<file path="config.mk">
export PLATFORM = sky130hd
export DESIGN_NAME = delta_golomb_audio_encoder_top
export DESIGN_NICKNAME = d
export VERILOG_FILES = /design/src/hdl/dgae_pkg.sv /design/src/hdl/dgae_ctrl.sv /design/src/hdl/dgae_dp.sv /design/src/hdl/delta_golomb_audio_encoder_top.sv
export VERILOG_INCLUDE_DIRS = /design/src /design/src/hdl
export SDC_FILE = /design/constraint.sdc
export NUM_CORES = 1
export LEC_CHECK = 0
export BUFFER_PORTS_ARGS = -buffer_cell sky130_fd_sc_hd__buf_2
export CAP_MARGIN = 20
export CORE_MARGIN = 4
export CORE_UTILIZATION = 59
export CTS_CLUSTER_SIZE = 25
export DETAILED_ROUTE_END_ITERATION = 10
export GPL_ROUTABILITY_DRIVEN = 0
export PLACE_DENSITY = 0.82
export SLEW_MARGIN = 20
export SYNTH_ARGS = -nofsm -noshare
export SYNTH_HDL_FRONTEND = slang
export SYNTH_SLANG_ARGS = --single-unit
export TNS_END_PERCENT = 10
</file>
<file path="constraint.sdc">
create_clock -name clk -period 8.35 [get_ports clk]
set_input_delay 1.67 -clock clk [delete_from_list [all_inputs] [get_ports clk]]
set_output_delay 1.67 -clock clk [all_outputs]
set_load 0.02 [all_outputs]
</file>
<file path="src/hdl/delta_golomb_audio_encoder_top_defines.svh">
// Assertion macros shared by the delta Golomb audio encoder RTL.
`ifndef DELTA_GOLOMB_AUDIO_ENCODER_TOP_DEFINES_SVH
`define DELTA_GOLOMB_AUDIO_ENCODER_TOP_DEFINES_SVH

`ifndef SYNTHESIS

// Invariant checked on every clock edge out of reset.
`define DGAE_ASSERT_ALWAYS(label, cond) \
    label: assert property (@(posedge clk) disable iff (!rst_n) (cond)) \
        else $error("dgae invariant violated");

// Same-cycle implication.
`define DGAE_ASSERT_IMPL(label, ante, cons) \
    label: assert property (@(posedge clk) disable iff (!rst_n) (ante) |-> (cons)) \
        else $error("dgae implication violated");

// Next-cycle implication.
`define DGAE_ASSERT_NEXT(label, ante, cons) \
    label: assert property (@(posedge clk) disable iff (!rst_n) (ante) |=> (cons)) \
        else $error("dgae sequence violated");

`else

`define DGAE_ASSERT_ALWAYS(label, cond)
`define DGAE_ASSERT_IMPL(label, ante, cons)
`define DGAE_ASSERT_NEXT(label, ante, cons)

`endif

`endif

</file>
<file path="src/hdl/dgae_pkg.sv">
// Constants, types and helper functions of the delta Golomb audio encoder.
package dgae_pkg;

    localparam int SAMPLE_BITS     = 16;
    localparam int SAMPLE_FIELD_W  = 16;
    // Width of a coded value: the sample field masked to SAMPLE_BITS
    localparam int VAL_W           = (SAMPLE_BITS < SAMPLE_FIELD_W) ? SAMPLE_BITS
                                                                    : SAMPLE_FIELD_W;
    localparam int DIVISOR_W       = 16;
    localparam int MIN_DIVISOR     = 32;
    localparam int RESET_DIVISOR   = 128;
    localparam int RBITS_W         = 5;
    localparam int TAIL_W          = DIVISOR_W + 2;
    localparam int CHUNK_BITS      = 64;
    localparam int MAX_CHUNKS      = 33;
    localparam int MAX_BITS        = MAX_CHUNKS * CHUNK_BITS;
    localparam int COUNT_W         = 7;
    localparam int LEN_W           = ((VAL_W > 12) ? VAL_W : 12) + 1;
    localparam int DIV_CNT_W       = $clog2(VAL_W + 1);

    localparam int APB_ADDR_W      = 3;
    localparam int APB_DATA_W      = 32;
    localparam int REG_IDX_W       = APB_ADDR_W - 2;
    localparam logic [REG_IDX_W-1:0] REG_GOLOMB_DIVISOR = '0;

    localparam int IN_TDATA_W      = SAMPLE_FIELD_W;
    localparam int OUT_TDATA_W     = ((CHUNK_BITS + COUNT_W + 7) / 8) * 8;

    typedef enum logic [3:0] {
        ST_IDLE  = 4'b0001,
        ST_DIV   = 4'b0010,
        ST_SETUP = 4'b0100,
        ST_EMIT  = 4'b1000
    } state_t;

    typedef struct packed {
        logic load;
        logic div_step;
        logic setup;
        logic emit;
    } ctrl_cmd_t;

    typedef struct packed {
        logic out_free;
        logic last_chunk;
    } dp_status_t;

    // Bit length of a 16-bit value
    function automatic logic [RBITS_W-1:0] bit_length(input logic [DIVISOR_W-1:0] x);
        logic [RBITS_W-1:0] n;
        n = '0;
        for (int i = 0; i < DIVISOR_W; i++)
        begin
            if (x[i])
            begin
                n = RBITS_W'(i + 1);
            end
        end
        return n;
    endfunction

endpackage

</file>
<file path="src/hdl/dgae_ctrl.sv">
// Sequencer of the delta Golomb audio encoder: capture, divide, setup, emit.
`include "delta_golomb_audio_encoder_top_defines.svh"

module dgae_ctrl (
    input  logic                   clk,
    input  logic                   rst_n,
    input  logic                   s_tvalid,
    output logic                   s_tready,
    input  dgae_pkg::dp_status_t   status,
    output dgae_pkg::ctrl_cmd_t    cmd
);

    dgae_pkg::state_t                    state_reg, state_next;
    logic [dgae_pkg::DIV_CNT_W-1:0]      cnt_reg, cnt_next;

    assign s_tready = (state_reg == dgae_pkg::ST_IDLE);

    always_comb
    begin
        state_next = state_reg;
        cnt_next   = cnt_reg;
        cmd        = '0;
        case (state_reg)
            dgae_pkg::ST_IDLE:
            begin
                if (s_tvalid)
                begin
                    cmd.load   = 1'b1;
                    cnt_next   = dgae_pkg::DIV_CNT_W'(dgae_pkg::VAL_W);
                    state_next = dgae_pkg::ST_DIV;
                end
            end
            dgae_pkg::ST_DIV:
            begin
                cmd.div_step = 1'b1;
                cnt_next     = cnt_reg - dgae_pkg::DIV_CNT_W'(1);
                if (cnt_reg == dgae_pkg::DIV_CNT_W'(1))
                begin
                    state_next = dgae_pkg::ST_SETUP;
                end
            end
            dgae_pkg::ST_SETUP:
            begin
                cmd.setup  = 1'b1;
                state_next = dgae_pkg::ST_EMIT;
            end
            dgae_pkg::ST_EMIT:
            begin
                if (status.out_free)
                begin
                    cmd.emit = 1'b1;
                    if (status.last_chunk)
                    begin
                        state_next = dgae_pkg::ST_IDLE;
                    end
                end
            end
            default:
            begin
                state_next = dgae_pkg::ST_IDLE;
            end
        endcase
    end

    always_ff @(posedge clk or negedge rst_n)
    begin
        if (!rst_n)
        begin
            state_reg <= dgae_pkg::ST_IDLE;
            cnt_reg   <= '0;
        end
        else
        begin
            state_reg <= state_next;
            cnt_reg   <= cnt_next;
        end
    end

    `DGAE_ASSERT_NEXT(a_accept_starts_div, state_reg == dgae_pkg::ST_IDLE && s_tvalid, state_reg == dgae_pkg::ST_DIV && cnt_reg == dgae_pkg::DIV_CNT_W'(dgae_pkg::VAL_W))
    `DGAE_ASSERT_NEXT(a_last_chunk_ends, cmd.emit && status.last_chunk, state_reg == dgae_pkg::ST_IDLE)

endmodule

</file>
<file path="src/hdl/dgae_dp.sv">
// Datapath: residual, bit-serial divider, codeword tail and chunk output register.
`include "delta_golomb_audio_encoder_top_defines.svh"

module dgae_dp (
    input  logic                                clk,
    input  logic                                rst_n,
    input  dgae_pkg::ctrl_cmd_t                 cmd,
    output dgae_pkg::dp_status_t                status,
    input  logic [dgae_pkg::SAMPLE_FIELD_W-1:0] sample,
    input  logic                                channel_start,
    input  logic [dgae_pkg::DIVISOR_W-1:0]      divisor,
    output logic                                out_valid,
    input  logic                                out_ready,
    output logic [dgae_pkg::CHUNK_BITS-1:0]     code_bits,
    output logic [dgae_pkg::COUNT_W-1:0]        bit_count,
    output logic                                last_chunk
);

    localparam int VW = dgae_pkg::VAL_W;
    localparam int DW = dgae_pkg::DIVISOR_W;
    localparam int TW = dgae_pkg::TAIL_W;
    localparam int LW = dgae_pkg::LEN_W;
    localparam int RW = dgae_pkg::RBITS_W;

    logic [VW-1:0]  prev_reg, prev_next;
    logic [VW-1:0]  quo_reg, quo_next;
    logic [DW-1:0]  part_reg, part_next;
    logic           sign_reg, sign_next;
    logic [TW-1:0]  tail_reg, tail_next;
    logic [LW-1:0]  rem_reg, rem_next;
    logic           out_valid_reg, out_valid_next;
    logic [dgae_pkg::CHUNK_BITS-1:0] out_bits_reg, out_bits_next;
    logic [dgae_pkg::COUNT_W-1:0]    out_count_reg, out_count_next;
    logic           out_last_reg, out_last_next;

    logic [VW-1:0]  cur;
    logic [VW-1:0]  mag;
    logic           neg;
    logic [DW:0]    trial;
    logic           ge;
    logic [RW-1:0]  rbits;
    logic [LW-1:0]  q_ext, max_q, q_sat;
    logic           is_last;
    logic [LW-1:0]  shift_amt;
    logic [TW-1:0]  tail_mask;
    logic [TW-1:0]  chunk;

    assign cur = sample[VW-1:0];

    // Residual magnitude and sign (previous minus current); a channel start passes the sample itself
    always_comb
    begin
        if (channel_start)
        begin
            mag = cur;
            neg = 1'b0;
        end
        else if (prev_reg >= cur)
        begin
            mag = prev_reg - cur;
            neg = 1'b0;
        end
        else
        begin
            mag = cur - prev_reg;
            neg = 1'b1;
        end
    end

    // One restoring-division step per cycle
    assign trial = {part_reg, quo_reg[VW-1]};
    assign ge    = (trial >= {1'b0, divisor});

    assign rbits = dgae_pkg::bit_length(divisor - DW'(1));
    assign q_ext = LW'(quo_reg);
    assign max_q = LW'(dgae_pkg::MAX_BITS - 2) - LW'(rbits);
    assign q_sat = (q_ext > max_q) ? max_q : q_ext;

    // The codeword is q zeros followed by the tail, so its value is the tail
    assign is_last   = (rem_reg <= LW'(dgae_pkg::CHUNK_BITS));
    assign shift_amt = rem_reg - LW'(dgae_pkg::CHUNK_BITS);
    assign tail_mask = (rem_reg >= LW'(TW)) ? {TW{1'b1}}
                     : ((TW'(1) << rem_reg[RW-1:0]) - TW'(1));

    always_comb
    begin
        if (is_last)
        begin
            chunk = tail_reg & tail_mask;
        end
        else if (shift_amt < LW'(TW))
        begin
            chunk = tail_reg >> shift_amt[RW-1:0];
        end
        else
        begin
            chunk = '0;
        end
    end

    assign status.out_free   = !out_valid_reg || out_ready;
    assign status.last_chunk = is_last;

    always_comb
    begin
        prev_next      = prev_reg;
        quo_next       = quo_reg;
        part_next      = part_reg;
        sign_next      = sign_reg;
        tail_next      = tail_reg;
        rem_next       = rem_reg;
        out_valid_next = out_valid_reg;
        out_bits_next  = out_bits_reg;
        out_count_next = out_count_reg;
        out_last_next  = out_last_reg;

        if (out_ready)
        begin
            out_valid_next = 1'b0;
        end

        if (cmd.load)
        begin
            prev_next = cur;
            quo_next  = mag;
            part_next = '0;
            sign_next = neg;
        end

        if (cmd.div_step)
        begin
            part_next = ge ? DW'(trial - {1'b0, divisor}) : trial[DW-1:0];
            quo_next  = {quo_reg[VW-2:0], ge};
        end

        if (cmd.setup)
        begin
            rem_next  = q_sat + LW'(rbits) + LW'(2);
            tail_next = (TW'(1) << (rbits + RW'(1))) | TW'({part_reg, sign_reg});
        end

        if (cmd.emit)
        begin
            out_valid_next = 1'b1;
            out_bits_next  = dgae_pkg::CHUNK_BITS'(chunk);
            out_count_next = is_last ? dgae_pkg::COUNT_W'(rem_reg)
                                     : dgae_pkg::COUNT_W'(dgae_pkg::CHUNK_BITS);
            out_last_next  = is_last;
            rem_next       = shift_amt;
        end
    end

    always_ff @(posedge clk or negedge rst_n)
    begin
        if (!rst_n)
        begin
            prev_reg      <= '0;
            out_valid_reg <= 1'b0;
        end
        else
        begin
            prev_reg      <= prev_next;
            out_valid_reg <= out_valid_next;
        end
    end

    always_ff @(posedge clk)
    begin
        quo_reg       <= quo_next;
        part_reg      <= part_next;
        sign_reg      <= sign_next;
        tail_reg      <= tail_next;
        rem_reg       <= rem_next;
        out_bits_reg  <= out_bits_next;
        out_count_reg <= out_count_next;
        out_last_reg  <= out_last_next;
    end

    assign out_valid  = out_valid_reg;
    assign code_bits  = out_bits_reg;
    assign bit_count  = out_count_reg;
    assign last_chunk = out_last_reg;

    `DGAE_ASSERT_IMPL(a_count_in_range, out_valid_reg, out_count_reg != '0 && out_count_reg <= dgae_pkg::COUNT_W'(dgae_pkg::CHUNK_BITS))
    `DGAE_ASSERT_IMPL(a_inner_chunk_full, out_valid_reg && !out_last_reg, out_count_reg == dgae_pkg::COUNT_W'(dgae_pkg::CHUNK_BITS))

endmodule

</file>
<file path="src/hdl/delta_golomb_audio_encoder_top.sv">
// Top level of the delta Golomb audio encoder: APB register, sequencer, datapath.
//
// Codes 16-bit offset audio samples with first-order prediction and Golomb
// codes. A sample transfer carries the sample in s_axis_tdata and the
// channel-start flag in s_axis_tuser; a flagged sample is coded as itself,
// any other as the residual previous minus current (magnitude plus sign).
// The codeword is q = v/m zeros, a one, v mod m in bitlen(m-1) bits MSB
// first, then the sign bit; it leaves on the master side as chunks of up to
// 64 bits, first bit at position bit_count-1, tlast on the final chunk.
// Each item passes capture, the one-bit-per-cycle restoring divider and
// setup, then leaves as N chunks (1..33), one chunk per cycle as the output
// register drains, as long as the master side takes each chunk; back-pressure
// on the master side holds the encoder in the emit state.
// A new sample is taken once the last chunk of the previous one sits in the
// output register. The Golomb divisor m lives at APB offset 0 (reset 128,
// writes below 32 stored as 32); write it only while the encoder is idle.
`include "delta_golomb_audio_encoder_top_defines.svh"

module delta_golomb_audio_encoder_top (
    input  logic                                  clk,
    input  logic                                  rst_n,
    // stream input
    input  logic                                  s_axis_tvalid,
    output logic                                  s_axis_tready,
    input  logic [dgae_pkg::IN_TDATA_W-1:0]       s_axis_tdata,  // [15:0] sample
    input  logic                                  s_axis_tuser,  // [0] channel_start
    // stream output
    output logic                                  m_axis_tvalid,
    input  logic                                  m_axis_tready,
    output logic [dgae_pkg::OUT_TDATA_W-1:0]      m_axis_tdata,  // [63:0] code_bits,
                                                                 // [70:64] bit_count
    output logic                                  m_axis_tlast,  // last_chunk
    // APB configuration
    input  logic                                  psel,
    input  logic                                  penable,
    input  logic                                  pwrite,
    input  logic [dgae_pkg::APB_ADDR_W-1:0]       paddr,
    input  logic [dgae_pkg::APB_DATA_W-1:0]       pwdata,
    output logic [dgae_pkg::APB_DATA_W-1:0]       prdata,
    output logic                                  pready
);

    logic [dgae_pkg::DIVISOR_W-1:0]  divisor_reg, divisor_next;
    logic [dgae_pkg::DIVISOR_W-1:0]  wr_value;
    logic                            reg_hit;
    logic                            wr_en;

    dgae_pkg::ctrl_cmd_t             cmd;
    dgae_pkg::dp_status_t            status;

    logic [dgae_pkg::CHUNK_BITS-1:0] code_bits;
    logic [dgae_pkg::COUNT_W-1:0]    bit_count;

    // APB register file: single register, no wait states
    assign pready   = 1'b1;
    assign reg_hit  = (paddr[dgae_pkg::APB_ADDR_W-1:2] == dgae_pkg::REG_GOLOMB_DIVISOR);
    assign wr_en    = psel && penable && pwrite && reg_hit;
    assign wr_value = pwdata[dgae_pkg::DIVISOR_W-1:0];

    // Clamp the divisor to its minimum on write
    always_comb
    begin
        divisor_next = divisor_reg;
        if (wr_en)
        begin
            if (wr_value < dgae_pkg::DIVISOR_W'(dgae_pkg::MIN_DIVISOR))
            begin
                divisor_next = dgae_pkg::DIVISOR_W'(dgae_pkg::MIN_DIVISOR);
            end
            else
            begin
                divisor_next = wr_value;
            end
        end
    end

    always_ff @(posedge clk or negedge rst_n)
    begin
        if (!rst_n)
        begin
            divisor_reg <= dgae_pkg::DIVISOR_W'(dgae_pkg::RESET_DIVISOR);
        end
        else
        begin
            divisor_reg <= divisor_next;
        end
    end

    assign prdata = reg_hit ? dgae_pkg::APB_DATA_W'(divisor_reg) : '0;

    // Sequencer
    dgae_ctrl u_ctrl (
        .clk      (clk),
        .rst_n    (rst_n),
        .s_tvalid (s_axis_tvalid),
        .s_tready (s_axis_tready),
        .status   (status),
        .cmd      (cmd)
    );

    // Datapath with the output register
    dgae_dp u_dp (
        .clk           (clk),
        .rst_n         (rst_n),
        .cmd           (cmd),
        .status        (status),
        .sample        (s_axis_tdata),
        .channel_start (s_axis_tuser),
        .divisor       (divisor_reg),
        .out_valid     (m_axis_tvalid),
        .out_ready     (m_axis_tready),
        .code_bits     (code_bits),
        .bit_count     (bit_count),
        .last_chunk    (m_axis_tlast)
    );

    // Pack code_bits low, bit_count above, zero pad to whole bytes
    assign m_axis_tdata = dgae_pkg::OUT_TDATA_W'({bit_count, code_bits});

    `DGAE_ASSERT_ALWAYS(a_divisor_min, divisor_reg >= dgae_pkg::DIVISOR_W'(dgae_pkg::MIN_DIVISOR))

endmodule
</file>
---- Yosys cells after proc, flatten, opt, wreduce, memory -nomap -nowiden ----
Cells that the tools add are included.
Widths: inputs -> output; s select.
storage, ports and cells
  register bits ........................... 136
  output and inout port bits .............. 108
  word-level logic and storage cells ...... 104
  input port bits ......................... 59
cells by class
  reductions and logical operators ........ 11
  order comparisons ....................... 7
  muxes and demuxes ....................... 47
  add/sub/neg operators ................... 11
  shift-type cells ........................ 3
  equality and inequality tests ........... 9
  bitwise logic cells ..................... 3
operator list
  kind                   number
  $mux 16                9
  $mux 18                3
  $mux 17                3
  $mux 4                 12
  $sub 16x16->16         3
  $shl 1x5->18 const A   2
  $and 18x18->18         1
  $or 18x17->18          1
  $shr 18x5->18          1
  $sub 18x1->18 const B  1
  $add 17x2->17 const B  1
  $add 17x5->17          1
  $ge 17x16->1           1
  $ge 17x5->1 const B    1
  $gt 16x17->1           1
  $le 17x7->1 const B    1
  $lt 17x5->1 const B    1
  $sub 17x7->17 const B  1
  $ge 16x16->1           1
  $lt 16x6->1 const B    1
  $pmux 4 s4             1
  $sub 16x1->16 const B  1
  $sub 12x5->13 const A  1
  $mux 3                 4
  20 further kinds       38

---- Logic depth before layout (Yosys ltp) ----
Gate-level depths: netlist of run 1.
  word-level depth ........................ 24
  gate-level depth with buffers ........... 37
  depth with buffers taken out ............ 33

---- Modules after synthesis ----
From an unflattened synthesis of run 1, not the netlist that was laid out.
unflattened totals
  cell total of the unflattened synthesis .. 1320
  area total of the unflattened synthesis .. 11563.6 µm²
modules (own cells, without submodules)
  module                          sequential area each (µm²)  cells an instance  instances  area each (µm²)
  dgae_dp                         3248.1                      1160               1          10131.0
  delta_golomb_audio_encoder_top  401.6                       110                1          925.9
  dgae_ctrl                       226.5                       50                 1          506.7

---- Worst setup path before layout of run 1 ----
Ideal clock, no wire load.
  kind .................................... register to register
  start ................................... register divisor_reg[1] (netlist name)
  end ..................................... register u_dp.rem_reg[11] (data pin)
  arrival time ............................ 6.745 ns
  library setup time ...................... 0.289 ns
  path buffers ............................ 4
  clock period less this slack ............ 7.035 ns
  data required time ...................... 8.061 ns
  stages on the path, launching flop included .. 33
  slack ................................... 1.315 ns
  path through ............................ dfrtp_1 -> inv_1 -> ha_1 -> buf_4 -> or3b_1 -> clkbuf_1 -> or4_1 -> o2111ai_1 -> a31oi_1 -> a211oi_2 -> and2_1 -> ha_1 -> xnor2_2 -> inv_2 -> ha_1 -> o21a_1 -> o21a_1 -> o21a_1 -> o21a_1 -> o221ai_1 -> and3_1 -> clkbuf_1 -> clkbuf_1 -> o21ai_1 -> ha_1 -> fa_1 -> a21oi_1 -> nor2_1 -> o21a_1 -> o21ai_0 -> nor2_1 -> a311oi_1 -> a31oi_1
on the way
  word-level cells in the longest chain between the ends .. 23
RTL lines
  item                    RTL line                              source
  from (decl)             delta_golomb_audio_encoder_top.sv:43  logic [dgae_pkg::DIVISOR_W-1:0] divisor_reg, divisor_next;
  from (signal assigned)  delta_golomb_audio_encoder_top.sv:81  divisor_reg <= dgae_pkg::DIVISOR_W'(dgae_pkg::RESET_DIVISOR);
  from (signal assigned)  delta_golomb_audio_encoder_top.sv:85  divisor_reg <= divisor_next;
  $sub 16x1->16 (*)       dgae_dp.sv:74                         assign rbits = dgae_pkg::bit_length(divisor - DW'(1));
  $mux 2 (2 in series)    dgae_pkg.sv:54                        if (x[i])
  $mux 3 (4 in series)    dgae_pkg.sv:54
  $mux 4 (8 in series)    dgae_pkg.sv:54
  $mux 5 (*)              dgae_pkg.sv:54
  $sub 12x5->13           dgae_dp.sv:76                         assign max_q = LW'(dgae_pkg::MAX_BITS - 2) - LW'(rbits);
  $gt 16x17->1            dgae_dp.sv:77                         assign q_sat = (q_ext > max_q) ? max_q : q_ext;
  $mux 17                 dgae_dp.sv:77
  $add 17x5->17 (*)       dgae_dp.sv:138                        rem_next = q_sat + LW'(rbits) + LW'(2);
  $add 17x2->17 (*)       dgae_dp.sv:138
  $mux 17 (*)             dgae_dp.sv:136                        if (cmd.setup)
  $mux 17 (*)             dgae_dp.sv:142                        if (cmd.emit)
  via u_dp.rem_next[11]   dgae_dp.sv:30                         logic [LW-1:0] rem_reg, rem_next;
  to (signal assigned)    dgae_dp.sv:173                        rem_reg <= rem_next;
  to (decl)               dgae_dp.sv:30
The timed path passes the listed nets; every way through them passes the cells marked *. The select of a mux whose other input is x is not followed.
A chain may end at the register's enable or synchronous reset.

---- Worst setup path after layout of run 1 ----
  start ................................... register divisor_reg[0] (netlist name)
  end ..................................... register u_dp.rem_reg[11] (data pin)
on the way
  word-level cells in the longest chain between the ends .. 24
RTL lines
  item                   RTL line
  $sub 16x1->16 (*)      dgae_dp.sv:74
  $mux 1                 dgae_pkg.sv:54
  $mux 2 (2 in series)   dgae_pkg.sv:54
  $mux 3 (4 in series)   dgae_pkg.sv:54
  $mux 4 (8 in series)   dgae_pkg.sv:54
  $mux 5 (*)             dgae_pkg.sv:54
  $sub 12x5->13          dgae_dp.sv:76
  $gt 16x17->1           dgae_dp.sv:77
  $mux 17                dgae_dp.sv:77
  $add 17x5->17 (*)      dgae_dp.sv:138
  $add 17x2->17 (*)      dgae_dp.sv:138
  $mux 17 (*)            dgae_dp.sv:136
  $mux 17 (*)            dgae_dp.sv:142
  via u_dp.rem_next[11]  dgae_dp.sv:30
Marked as above.

==> load_flow_metrics.sql, run 1 <==
INSERT INTO impl_metrics (metric_group, metric, value, unit) VALUES
('run_status', 'status', 'completed', ''),
('yosys', 'ffs_latches_synth', '136', ''),
('sta', 'finClkSkew', '0.00843', 'ns'),
('grt', 'grt_antenna_before_repair', '0', ''),
('cts', 'cts-hold-fix-buffers', '0', ''),
('setup_path', 'crit_buf_inv', '3', ''),
('finish', 'mostFrequentLayoutCells', 'sky130_fd_sc_hd__nor2_1 (119), sky130_fd_sc_hd__edfxtp_1 (94), sky130_fd_sc_hd__nand2_1 (87)', ''),
('sta', 'maxSlewViolCount', '0', ''),
('hold_path', 'min_from', 'u_dp.prev_reg[15]', ''),
('setup_path', 'critical_path.reg2reg.endpoint', 'u_dp.rem_reg[11]', ''),
('setup_path', 'delay_contributed_by_the_slowest_stage_of_the_critical_path', '0.48', 'ns'),
('sta', 'final.setup.tns', '0', 'ns'),
('detailed_routing', 'remaining_drc_errors', '0', ''),
('yosys', 'post-synth-top-area-cell', 'sky130_fd_sc_hd__edfxtp_1', ''),
('sta', 'achievable-frequency', '0.130', 'GHz'),
('placement', 'place_ws', '0.585', 'ns'),
('yosys', 'ys_dominant_reg_cell', 'sky130_fd_sc_hd__edfxtp_1', ''),
('cts', 'sink_count', '136', ''),
('hold_path', 'hold-path-endpoint', 'u_dp.prev_reg[15]', ''),
('yosys', 'asyncSetResetFlopFracSynth', '30.9', '%'),
('yosys', 'synth_largest_type_area_fraction', '25.7', '%'),
('setup_path', 'critical_path_arrival', '7.83', 'ns'),
('pwr', 'pwrdens', '314', 'nW/um^2'),
('grt', 'grt.overflow.total', '0', ''),
('floorplan', 'top_level_ports', '167', ''),
('hold_path', 'min_path_type', 'reg -> reg', ''),
('placement', 'detailedPlacementHpwl', '17.6', 'mm'),
('cts', 'clock_tree.htree_level_count', '4', ''),
('floorplan', 'die_x', '144', 'um'),
('setup_path', 'critical_path.reg2reg.startpoint', 'divisor_reg[0]', ''),
('cts', 'cts_root_buf', 'sky130_fd_sc_hd__clkbuf_16', ''),
('finish', 'layout-area-overhead-vs-synth', '8.24', '%'),
('detailed_routing', 'via_count_normalized_by_instance_count', '5.86', ''),
('yosys', 'syn_area_per_cell', '8.86', 'sq um'),
('yosys', 'synth_edf_count', '94', ''),
('finish', 'layout-drive-gt1-share', '13.5', '%'),
('cts', 'post_cts_resize_count', '0', ''),
('yosys', 'gate_count_of_the_mapped_netlist', '1237', ''),
('grt', 'grtUsageMet1', '31.6', '%'),
('detailed_routing', 'avgRoutedWirePerCell', '15.6', 'um'),
('setup_path', 'critical-path-slowest-cell', 'sky130_fd_sc_hd__dfrtp_1', ''),
('cts', 'clk_path_buf_depth', '2', ''),
('yosys', 'number_of_distinct_library_cell_variants_in_the_gate_level_netlist_after_synthesis', '84', ''),
('sta', 'finalHoldViolCount', '0', ''),
('grt', 'use_met2', '37.5', '%'),
('finish', 'net_count_final', '1425', ''),
('floorplan', 'placeableCoreArea', '18100', 'sq um'),
('yosys', 'synthTopCellsByArea', 'sky130_fd_sc_hd__edfxtp_1 (26%), sky130_fd_sc_hd__dfrtp_1 (9.1%), sky130_fd_sc_hd__ha_1 (8.6%), sky130_fd_sc_hd__buf_4 (4.5%), sky130_fd_sc_hd__nor2_1 (4.1%)', ''),
('yosys', 'synth_area', '11000', 'sq um'),
('sta', 'worstMarginPinSlew', '1.03', 'ns'),
('sta', 'maxSlewHeadroom', '31.5', '%'),
('setup_path', 'worst_reg_to_reg_setup_slack', '0.66', 'ns'),
('floorplan', 'design.die.area', '20800', 'sq um'),
('finish', 'area_occupied_by_multi_input_gates', '6300', 'sq um'),
('pwr', 'vdd_ir_drop_max', '0.000194', 'V'),
('grt', 'vias_in_the_first_global_route', '8094', ''),
('setup_path', 'worst_ep_required_time', '8.49', 'ns'),
('floorplan', 'die_h', '144', 'um'),
('sta', 'setup_ws', '0.662', 'ns'),
('sta', 'post-route-period-util', '92.1', '%'),
('detailed_routing', 'drt_pre_antenna_iters', '6', ''),
('cts', 'tritoncts', 'done', ''),
('sta', 'grt_setup_unrepaired', 'false', ''),
('grt', 'met3_usage', '4.10', '%'),
('finish', 'antenna_cells', '0', ''),
('detailed_routing', 'num_vias', '8953', ''),
('setup_path', 'ff2ff_path_depth', '32', ''),
('placement', 'portBuffers', '84', ''),
('floorplan', 'initial_cell_density_of_the_core', '60.4', '%'),
('cts', 'cts.repair_timing.setup_buffer_count', '0', ''),
('run', 'maxCapViolCount', '0', '');
[how the worst max path moves through the flow]
stage,from,end,slack [ns],cells after the start
floorplan,divisor_reg[1],u_dp.rem_reg[11],1.32,32
global placement,divisor_reg[0],u_dp.rem_reg[11],0.69,30
detailed placement,divisor_reg[0],u_dp.rem_reg[11],0.58,30
CTS,divisor_reg[0],u_dp.rem_reg[11],0.46,30
global route,divisor_reg[0],u_dp.rem_reg[11],0.05,31
finish,divisor_reg[0],u_dp.rem_reg[11],0.66,32
[area by class of cell]
class                   count  area share, %
clock buffers              18           3.62
clock inverters            14           1.34
inverters                  88           2.80
multi-input cells         952           53.1
flip-flops and latches    136           32.7
well taps                 229           2.41
repair buffers             92           4.05
[Yosys cell counts, drive strengths merged (15+ instances only)]
cell	n
clkbuf	48
ha	75
mux2	19
dfrtp	40
nor2b	15
a21oi	74
inv	87
o21ai	87
xnor2	30
buf	76
edfxtp	94
a21o	23
a211oi	17
a31oi	22
nor3	29
and2	17
mux2i	37
nor2	121
nand3	28
nand2	88
xor2	16
a31o	19
[worst min-delay path: cells and delay by family, from the launching register on]
kind / cells / cell delay, ns
and+or+nand+nor: 1 / 0.05
AOI/OAI and AO/OA: 1 / 0.06
DFF: 1 / 0.35
[per-layer routing]
layer	share of wire [%]	up-vias
met5	0	-
li1	-	4454
met4	1.9	0
met2	47	374
met1	44	4080
met3	7.1	45
[power breakdown]
part	switching [mW]	internal, mW	leakage, nW
sequential	0.152	0.940	1.39
clock	0.309	0.446	0.285
combinational	1.10	0.779	3.41
[cells by family (layout without fill, tap and decap cells)]
kind of cell    after synthesis  count (layout)  share of synthesized area (%)
simple gates                376             376                           17.0
compound gates              330             330                           19.5
buf+inv                     212             212                           9.53
flops                       136             136                           35.4
fa+ha+maj                    79              79                           9.29
mux                          56              56                           5.33
xor+xnor                     46              46                           3.91
other cells                   2              65                         0.0685
[through the flow]
| stage | utilization (%) | std cells | hold WS [ns] | instance area, sq um |
|---|---|---|---|---|
| floorplan | - | 1300 | 0.454 | 11200 |
| global placement | 62.1 | 1497 | 0.473 | 11300 |
| detailed placement | 62.1 | 1497 | 0.484 | 11300 |
| CTS | 65.3 | 1529 | 0.497 | 11900 |
| global route | 65.4 | 1529 | 0.535 | 11900 |
| finish | 65.4 | 1529 | 0.499 | 11900 |
Power figures use the tool's default switching activity.
==> inputs of run 2 (changes only) <==
Settings changed: CELL_PAD_IN_SITES_DETAIL_PLACEMENT from default to 0, CELL_PAD_IN_SITES_GLOBAL_PLACEMENT from default to 1, CORE_UTILIZATION 59 to 44, PLACE_DENSITY 0.82 to default, PLACE_DENSITY_LB_ADDON from default to 0.1.
==> run 2 against run 1 <==
Net effect: flip-flop and latch count unchanged; highest routed layer unchanged; clock-buffer cell count unchanged; power up 0.84%; largest cell class unchanged; cell count up 6.6%; combinational power about the same; global-route usage down 4.4 points; critical path type unchanged; register-to-register slack better by 0.07 ns; maximum frequency up 0.86%; clock skew up 0.0048 ns.
==> load_flow_metrics.sql, run 2 (same netlist as run 1, synthesis figures left out) <==
INSERT INTO impl_metrics (metric_group, metric, value, unit) VALUES
('cts', 'sink_count', '136', ''),
('finish', 'antenna_cells', '0', ''),
('floorplan', 'die_x', '166', 'um'),
('finish', 'net_count_final', '1431', ''),
('grt', 'grt.total_usage', '18.7', '%'),
('cts', 'clk_path_buf_depth', '2', ''),
('placement', 'portBuffers', '84', ''),
('floorplan', 'rows', '57', ''),
('pwr', 'pwrdens', '313', 'nW/um^2'),
('placement', 'numPlacedInstances', '1598', ''),
('finish', 'final_util', '49.3', '%'),
('hold_path', 'min_path_type', 'reg -> reg', ''),
('floorplan', 'design.die.area', '27500', 'sq um'),
('detailed_routing', 'postRouteWirelength', '26.2', 'mm'),
('floorplan', 'placeableCoreArea', '24400', 'sq um'),
('detailed_routing', 'avgRoutedWirePerCell', '16.1', 'um'),
('detailed_routing', 'detailedRoute.firstIterationViolations', '526', ''),
('detailed_routing', 'detail-route-antenna-nets', '0', ''),
('setup_path', 'critical-path-slowest-cell', 'sky130_fd_sc_hd__or4_1', ''),
('placement', 'post_dp_cell_area', '11400', 'sq um'),
('setup_path', 'start_kind', 'register', ''),
('cts', 'cts.repair_timing.setup_buffer_count', '0', ''),
('finish', 'postLayoutCellArea', '12000', 'sq um'),
('sta', 'maxSlewHeadroom', '43.3', '%'),
('finish', 'layout-area-overhead-vs-synth', '9.71', '%'),
('cts', 'cts_root_buf', 'sky130_fd_sc_hd__clkbuf_16', ''),
('setup_path', 'timing_worst_setup_path_type', 'reg -> reg', ''),
('sta', 'final.setup.tns', '0', 'ns'),
('floorplan', 'top_level_ports', '167', ''),
('sta', 'fin_crit', '7.62', 'ns'),
('cts', 'tritoncts', 'done', ''),
('grt', 'pin_count_of_the_biggest_net_entering_global_routing', '43', ''),
('run', 'maxCapViolCount', '0', ''),
('sta', 'fin_hold_ws', '0.494', 'ns'),
('run_status', 'status', 'completed', ''),
('cts', 'clock_latency_reported_for_the_late_side_of_the_worst_skew_pair', '0.43', 'ns'),
('sta', 'setup_ws', '0.727', 'ns'),
('setup_path', 'worst_ep_required_time', '8.51', 'ns'),
('detailed_routing', 'drt_pre_antenna_iters', '5', ''),
('pwr', 'cellLeakagePower', '5.10', 'nW'),
('floorplan', 'initial_cell_density_of_the_core', '45.0', '%'),
('setup_path', 'delay_contributed_by_the_slowest_stage_of_the_critical_path', '0.52', 'ns'),
('sta', 'setup_viol_count_final', '0', ''),
('setup_path', 'critical_path.endpoint_type', 'register', ''),
('sta', 'finClkSkew', '0.0132', 'ns'),
('finish', 'layout-drive-gt1-share', '13.7', '%'),
('detailed_routing', 'remaining_drc_errors', '0', ''),
('grt', 'vias_in_the_first_global_route', '8384', ''),
('finish', 'final_cells', '1630', ''),
('setup_path', 'critical_path_arrival', '7.79', 'ns'),
('grt', 'grt_antenna_before_repair', '0', ''),
('detailed_routing', 'via_count_normalized_by_instance_count', '5.33', ''),
('cts', 'clock_tree.htree_level_count', '4', ''),
('cts', 'tritoncts.num_buffers', '17', ''),
('cts', 'post_cts_resize_count', '0', ''),
('sta', 'grt_setup_unrepaired', 'false', ''),
('floorplan', 'die_h', '166', 'um'),
('sta', 'maxSlewViolCount', '0', ''),
('setup_path', 'critical_path_peak_fanout', '14', ''),
('placement', 'detailedPlacementHpwl', '19.8', 'mm'),
('hold_path', 'min_from', 'u_dp.prev_reg[15]', ''),
('placement', 'place_ws', '0.585', 'ns'),
('setup_path', 'crit_path_start', 'divisor_reg[0]', ''),
('grt', 'grt_first_pass_wirelength', '42.9', 'mm'),
('cts', 'cts.reportedPaths.clkPinSlew', '0.07', 'ns'),
('detailed_routing', 'num_vias', '8693', ''),
('sta', 'worstMarginPinSlew', '0.851', 'ns'),
('pwr', 'vdd_ir_drop_max', '0.000133', 'V'),
('finish', 'mostFrequentLayoutCells', 'sky130_fd_sc_hd__nor2_1 (119), sky130_fd_sc_hd__edfxtp_1 (94), sky130_fd_sc_hd__nand2_1 (88)', ''),
('grt', 'grt.overflow.total', '0', ''),
('finish', 'final_common_cell', 'sky130_fd_sc_hd__nor2_1', ''),
('setup_path', 'critical_path.reg2reg.startpoint', 'divisor_reg[0]', ''),
('sta', 'achievable-frequency', '0.131', 'GHz'),
('pwr', 'total_power_consumption', '3.76', 'mW'),
('sta', 'post-route-period-util', '91.3', '%'),
('cts', 'cts-hold-fix-buffers', '0', ''),
('sta', 'finalHoldViolCount', '0', '');
[run 2: cell types whose count changed in the layout (fill, tap and decap cells not counted)]
cell / previous run / this run
sky130_fd_sc_hd__and2_2: 1 / 0
sky130_fd_sc_hd__clkinv_4: 2 / 1
sky130_fd_sc_hd__and2_1: 16 / 17
sky130_fd_sc_hd__buf_4: 8 / 14
sky130_fd_sc_hd__inv_8: 1 / 3
sky130_fd_sc_hd__nor2_2: 1 / 2
sky130_fd_sc_hd__clkinvlp_2: 1 / 0
sky130_fd_sc_hd__nor2_4: 1 / 0
sky130_fd_sc_hd__clkinvlp_4: 1 / 3
sky130_fd_sc_hd__nand2_1: 87 / 88
sky130_fd_sc_hd__nand2_2: 1 / 0
sky130_fd_sc_hd__clkinv_1: 0 / 1
sky130_fd_sc_hd__inv_2: 11 / 10
sky130_fd_sc_hd__inv_6: 6 / 4
[run 2: area by class of cell]
cell class                 instances  area, sq um
clock buffer                      18          429
clock inverter                    14          165
fill                            2424        12400
inverter                          88          333
multi-input combinational        952         6290
sequential                       136         3880
tap                              324          405
timing repair buffer              98          526
[run 2: worst max-delay path: cells and delay by family, from the launching register on]
| kind | cells | cell delay [ns] |
|---|---|---|
| AO/OA/AOI/OAI | 13 | 2.45 |
| AND/OR/NAND/NOR | 6 | 1.92 |
| adder cells (fa/ha/maj) | 6 | 1.75 |
| flip-flops | 1 | 0.49 |
| buffers and inverters | 3 | 0.39 |
| XOR/XNOR | 1 | 0.24 |
| multiplexers | 1 | 0.12 |
[run 2: power by group]
group	switching [mW]	leakage, nW	internal (mW)	total (mW)
logic	1.11	3.43	0.786	1.90
registers	0.153	1.39	0.940	1.09
clock network	0.322	0.284	0.449	0.772
[run 2: final timing paths]
path                                          end  slack [ns]  cells past startpoint
max in group asynchronous         divisor_reg[12]        6.64                      2
worst min register to register  u_dp.prev_reg[15]        0.49                      2
worst min-delay path            u_dp.prev_reg[15]        0.49                      2
min in group asynchronous          u_dp.out_valid        1.31                      2
worst max-delay path             u_dp.rem_reg[11]        0.73                     30
worst max register to register   u_dp.rem_reg[11]        0.73                     30
[run 2: routing by layer]
metal	GRT usage [%]	part of all wire (%)	vias up
met5	0	0	-
met4	5.49	1.8	0
met3	2.93	3.7	28
met2	30.1	45	180
met1	26.0	49	4014
li1	-	-	4471
==> inputs of run 3 (changes only) <==
Settings changed: CORE_UTILIZATION 44 to 48.
Clock period 8.35 ns to 9.9 ns, I/O delays scaled along.
==> run 3 against run 2 <==
Net effect: maximum frequency decreased by 5.2%; power decreased by 15%; clock-buffer cell count decreased by 1; clock power decreased by 9.7%; design area decreased by 0.32%; die area decreased by 7.9%; via count decreased by 0.60%; setup slack improved by 1.1 ns; critical endpoint unchanged; highest routed layer unchanged.
==> load_flow_metrics.sql, run 3 (same netlist as run 1, synthesis figures left out) <==
INSERT INTO impl_metrics (metric_group, metric, value, unit) VALUES
('setup_path', 'worst_ep_required_time', '10.06', 'ns'),
('pwr', 'net-switching-power', '1.33', 'mW'),
('floorplan', 'die_x', '159', 'um'),
('cts', 'cts.reportedPaths.clkPinSlew', '0.07', 'ns'),
('cts', 'clock_latency_reported_for_the_late_side_of_the_worst_skew_pair', '0.43', 'ns'),
('detailed_routing', 'detail-route-antenna-nets', '0', ''),
('cts', 'clock_tree.htree_level_count', '4', ''),
('finish', 'area_occupied_by_multi_input_gates', '6300', 'sq um'),
('grt', 'met3_usage', '2.72', '%'),
('grt', 'grt_busiest_layer', 'met2', ''),
('grt', 'grt.total_usage', '19.9', '%'),
('sta', 'fin_crit', '8.04', 'ns'),
('finish', 'filler_cell_count', '2149', ''),
('sta', 'post-route-period-util', '81.2', '%'),
('grt', 'use_met2', '32.0', '%'),
('pwr', 'switching_share', '41.4', '%'),
('pwr', 'power_frac_clock', '21.8', '%'),
('grt', 'grtUsageMet1', '27.7', '%'),
('cts', 'cts-hold-fix-buffers', '0', ''),
('pwr', 'total_power_consumption', '3.20', 'mW'),
('floorplan', 'placeableCoreArea', '22600', 'sq um'),
('detailed_routing', 'via_count_normalized_by_instance_count', '5.45', ''),
('cts', 'cts_root_buf', 'sky130_fd_sc_hd__clkbuf_16', ''),
('grt', 'grt_antenna_before_repair', '0', ''),
('setup_path', 'start_kind', 'register', ''),
('detailed_routing', 'avgRoutedWirePerCell', '16.1', 'um'),
('finish', 'layout-drive-gt1-share', '13.3', '%'),
('sta', 'maxSlewHeadroom', '29.5', '%'),
('run_status', 'status', 'completed', ''),
('finish', 'seq_area', '3880', 'sq um'),
('setup_path', 'delay_contributed_by_the_slowest_stage_of_the_critical_path', '0.53', 'ns'),
('setup_path', 'timing_worst_setup_path_type', 'reg -> reg', ''),
('hold_path', 'min_path_type', 'reg -> reg', ''),
('finish', 'mostFrequentLayoutCells', 'sky130_fd_sc_hd__nor2_1 (119), sky130_fd_sc_hd__edfxtp_1 (94), sky130_fd_sc_hd__nand2_1 (88)', ''),
('finish', 'antenna_cells', '0', ''),
('detailed_routing', 'num_vias', '8641', ''),
('hold_path', 'count_of_cells_along_the_worst_hold_path', '2', ''),
('sta', 'maxSlewViolCount', '0', ''),
('setup_path', 'ff2ff_path_depth', '30', ''),
('grt', 'pin_count_of_the_biggest_net_entering_global_routing', '43', ''),
('run', 'maxCapViolCount', '0', ''),
('detailed_routing', 'remaining_drc_errors', '0', ''),
('sta', 'grt_setup_unrepaired', 'false', ''),
('setup_path', 'critical_path_arrival', '8.20', 'ns'),
('setup_path', 'critical_path.endpoint_type', 'register', ''),
('placement', 'post_dp_cell_area', '11300', 'sq um'),
('cts', 'sink_count', '136', ''),
('grt', 'vias_in_the_first_global_route', '8230', ''),
('pwr', 'sequential_share_of_power', '28.9', '%'),
('pwr', 'pwrdens', '267', 'nW/um^2'),
('finish', 'net_count_final', '1426', ''),
('setup_path', 'critical_path_peak_fanout', '14', ''),
('detailed_routing', 'postRouteWirelength', '25.6', 'mm'),
('grt', 'grt.overflow.total', '0', ''),
('cts', 'cts.repair_timing.setup_buffer_count', '0', ''),
('floorplan', 'die_h', '159', 'um'),
('detailed_routing', 'detailedRoute.firstIterationViolations', '369', ''),
('sta', 'setup_viol_count_final', '0', ''),
('detailed_routing', 'drt_pre_antenna_iters', '5', ''),
('floorplan', 'initial_cell_density_of_the_core', '48.6', '%'),
('floorplan', 'rows', '55', ''),
('sta', 'worstMarginPinSlew', '1.06', 'ns'),
('setup_path', 'critical-path-slowest-cell', 'sky130_fd_sc_hd__or4_1', ''),
('placement', 'portBuffers', '84', ''),
('placement', 'detailedPlacementHpwl', '19.4', 'mm'),
('pwr', 'power_report.internal_total', '1.88', 'mW'),
('pwr', 'cellLeakagePower', '5.11', 'nW'),
('cts', 'tritoncts.num_buffers', '17', ''),
('finish', 'postLayoutCellArea', '12000', 'sq um'),
('sta', 'finClkSkew', '0.0109', 'ns'),
('cts', 'clk_path_buf_depth', '2', ''),
('finish', 'layout-area-overhead-vs-synth', '9.36', '%'),
('pwr', 'vdd_ir_drop_max', '0.000128', 'V'),
('cts', 'post_cts_resize_count', '0', ''),
('cts', 'tritoncts', 'done', ''),
('sta', 'fin_hold_ws', '0.502', 'ns'),
('finish', 'final_common_cell', 'sky130_fd_sc_hd__nor2_1', ''),
('sta', 'final.setup.tns', '0', 'ns'),
('floorplan', 'design.die.area', '25300', 'sq um'),
('pwr', 'comb_power_share', '49.4', '%'),
('sta', 'achievable-frequency', '0.124', 'GHz'),
('floorplan', 'top_level_ports', '167', ''),
('sta', 'finalHoldViolCount', '0', ''),
('grt', 'grt_first_pass_wirelength', '41.7', 'mm');
-- run 3: metrics by stage --
stage	setup WS [ns]	std cells	utilization [%]
floorplan	2.87	1300	-
global placement	1.97	1554	50.3
detailed placement	1.93	1554	50.3
CTS	1.86	1586	53.1
global route	1.37	1586	53.1
finish	1.86	1586	53.1
-- run 3: final timing paths --
check	start	endpoint	slack, ns
max in group asynchronous	rst_n	divisor_reg[7]	7.96
worst min-delay path	u_dp.prev_reg[15]	u_dp.prev_reg[15]	0.50
min in group asynchronous	rst_n	u_dp.out_valid	1.54
worst max-delay path	divisor_reg[1]	u_dp.rem_reg[11]	1.86
worst max register to register	divisor_reg[1]	u_dp.rem_reg[11]	1.86
worst min register to register	u_dp.prev_reg[15]	u_dp.prev_reg[15]	0.50
-- run 3: worst max-delay path, delay by kind of cell, from the launching register on --
| family | cells | cell delay (ns) |
|---|---|---|
| AO/OA/AOI/OAI | 13 | 2.45 |
| XOR/XNOR | 1 | 0.24 |
| adder cells (fa/ha/maj) | 6 | 1.89 |
| buffers and inverters | 3 | 0.42 |
| flip-flops | 1 | 0.52 |
| multiplexers | 1 | 0.16 |
| AND/OR/NAND/NOR | 6 | 2.05 |
-- run 3: power groups by stage --
stage               Sequential, mW  Combinational (mW)  Clock (mW)
CTS                          0.924                1.58       0.711
finish                       0.925                1.58       0.697
detailed placement           0.934                1.58           0
global route                 0.944                1.80       0.736
global placement             0.931                1.56           0
floorplan                    0.883                1.30           0
-- run 3: metal layers --
| metal | wire, um | vias up |
|---|---|---|
| met1 | 12400 | 3986 |
| met2 | 11800 | 171 |
| li1 | - | 4452 |
| met3 | 843 | 32 |
| met5 | 0 | - |
| met4 | 512 | 0 |
-- run 3: area by class of cell --
class                   instances  share of cell area, %
multi-input cells             952                   52.5
well taps                     285                   2.97
inverters                      88                   2.78
flip-flops and latches        136                   32.3
repair buffers                 93                   4.09
clock inverters                15                   1.75
clock buffers                  17                   3.55
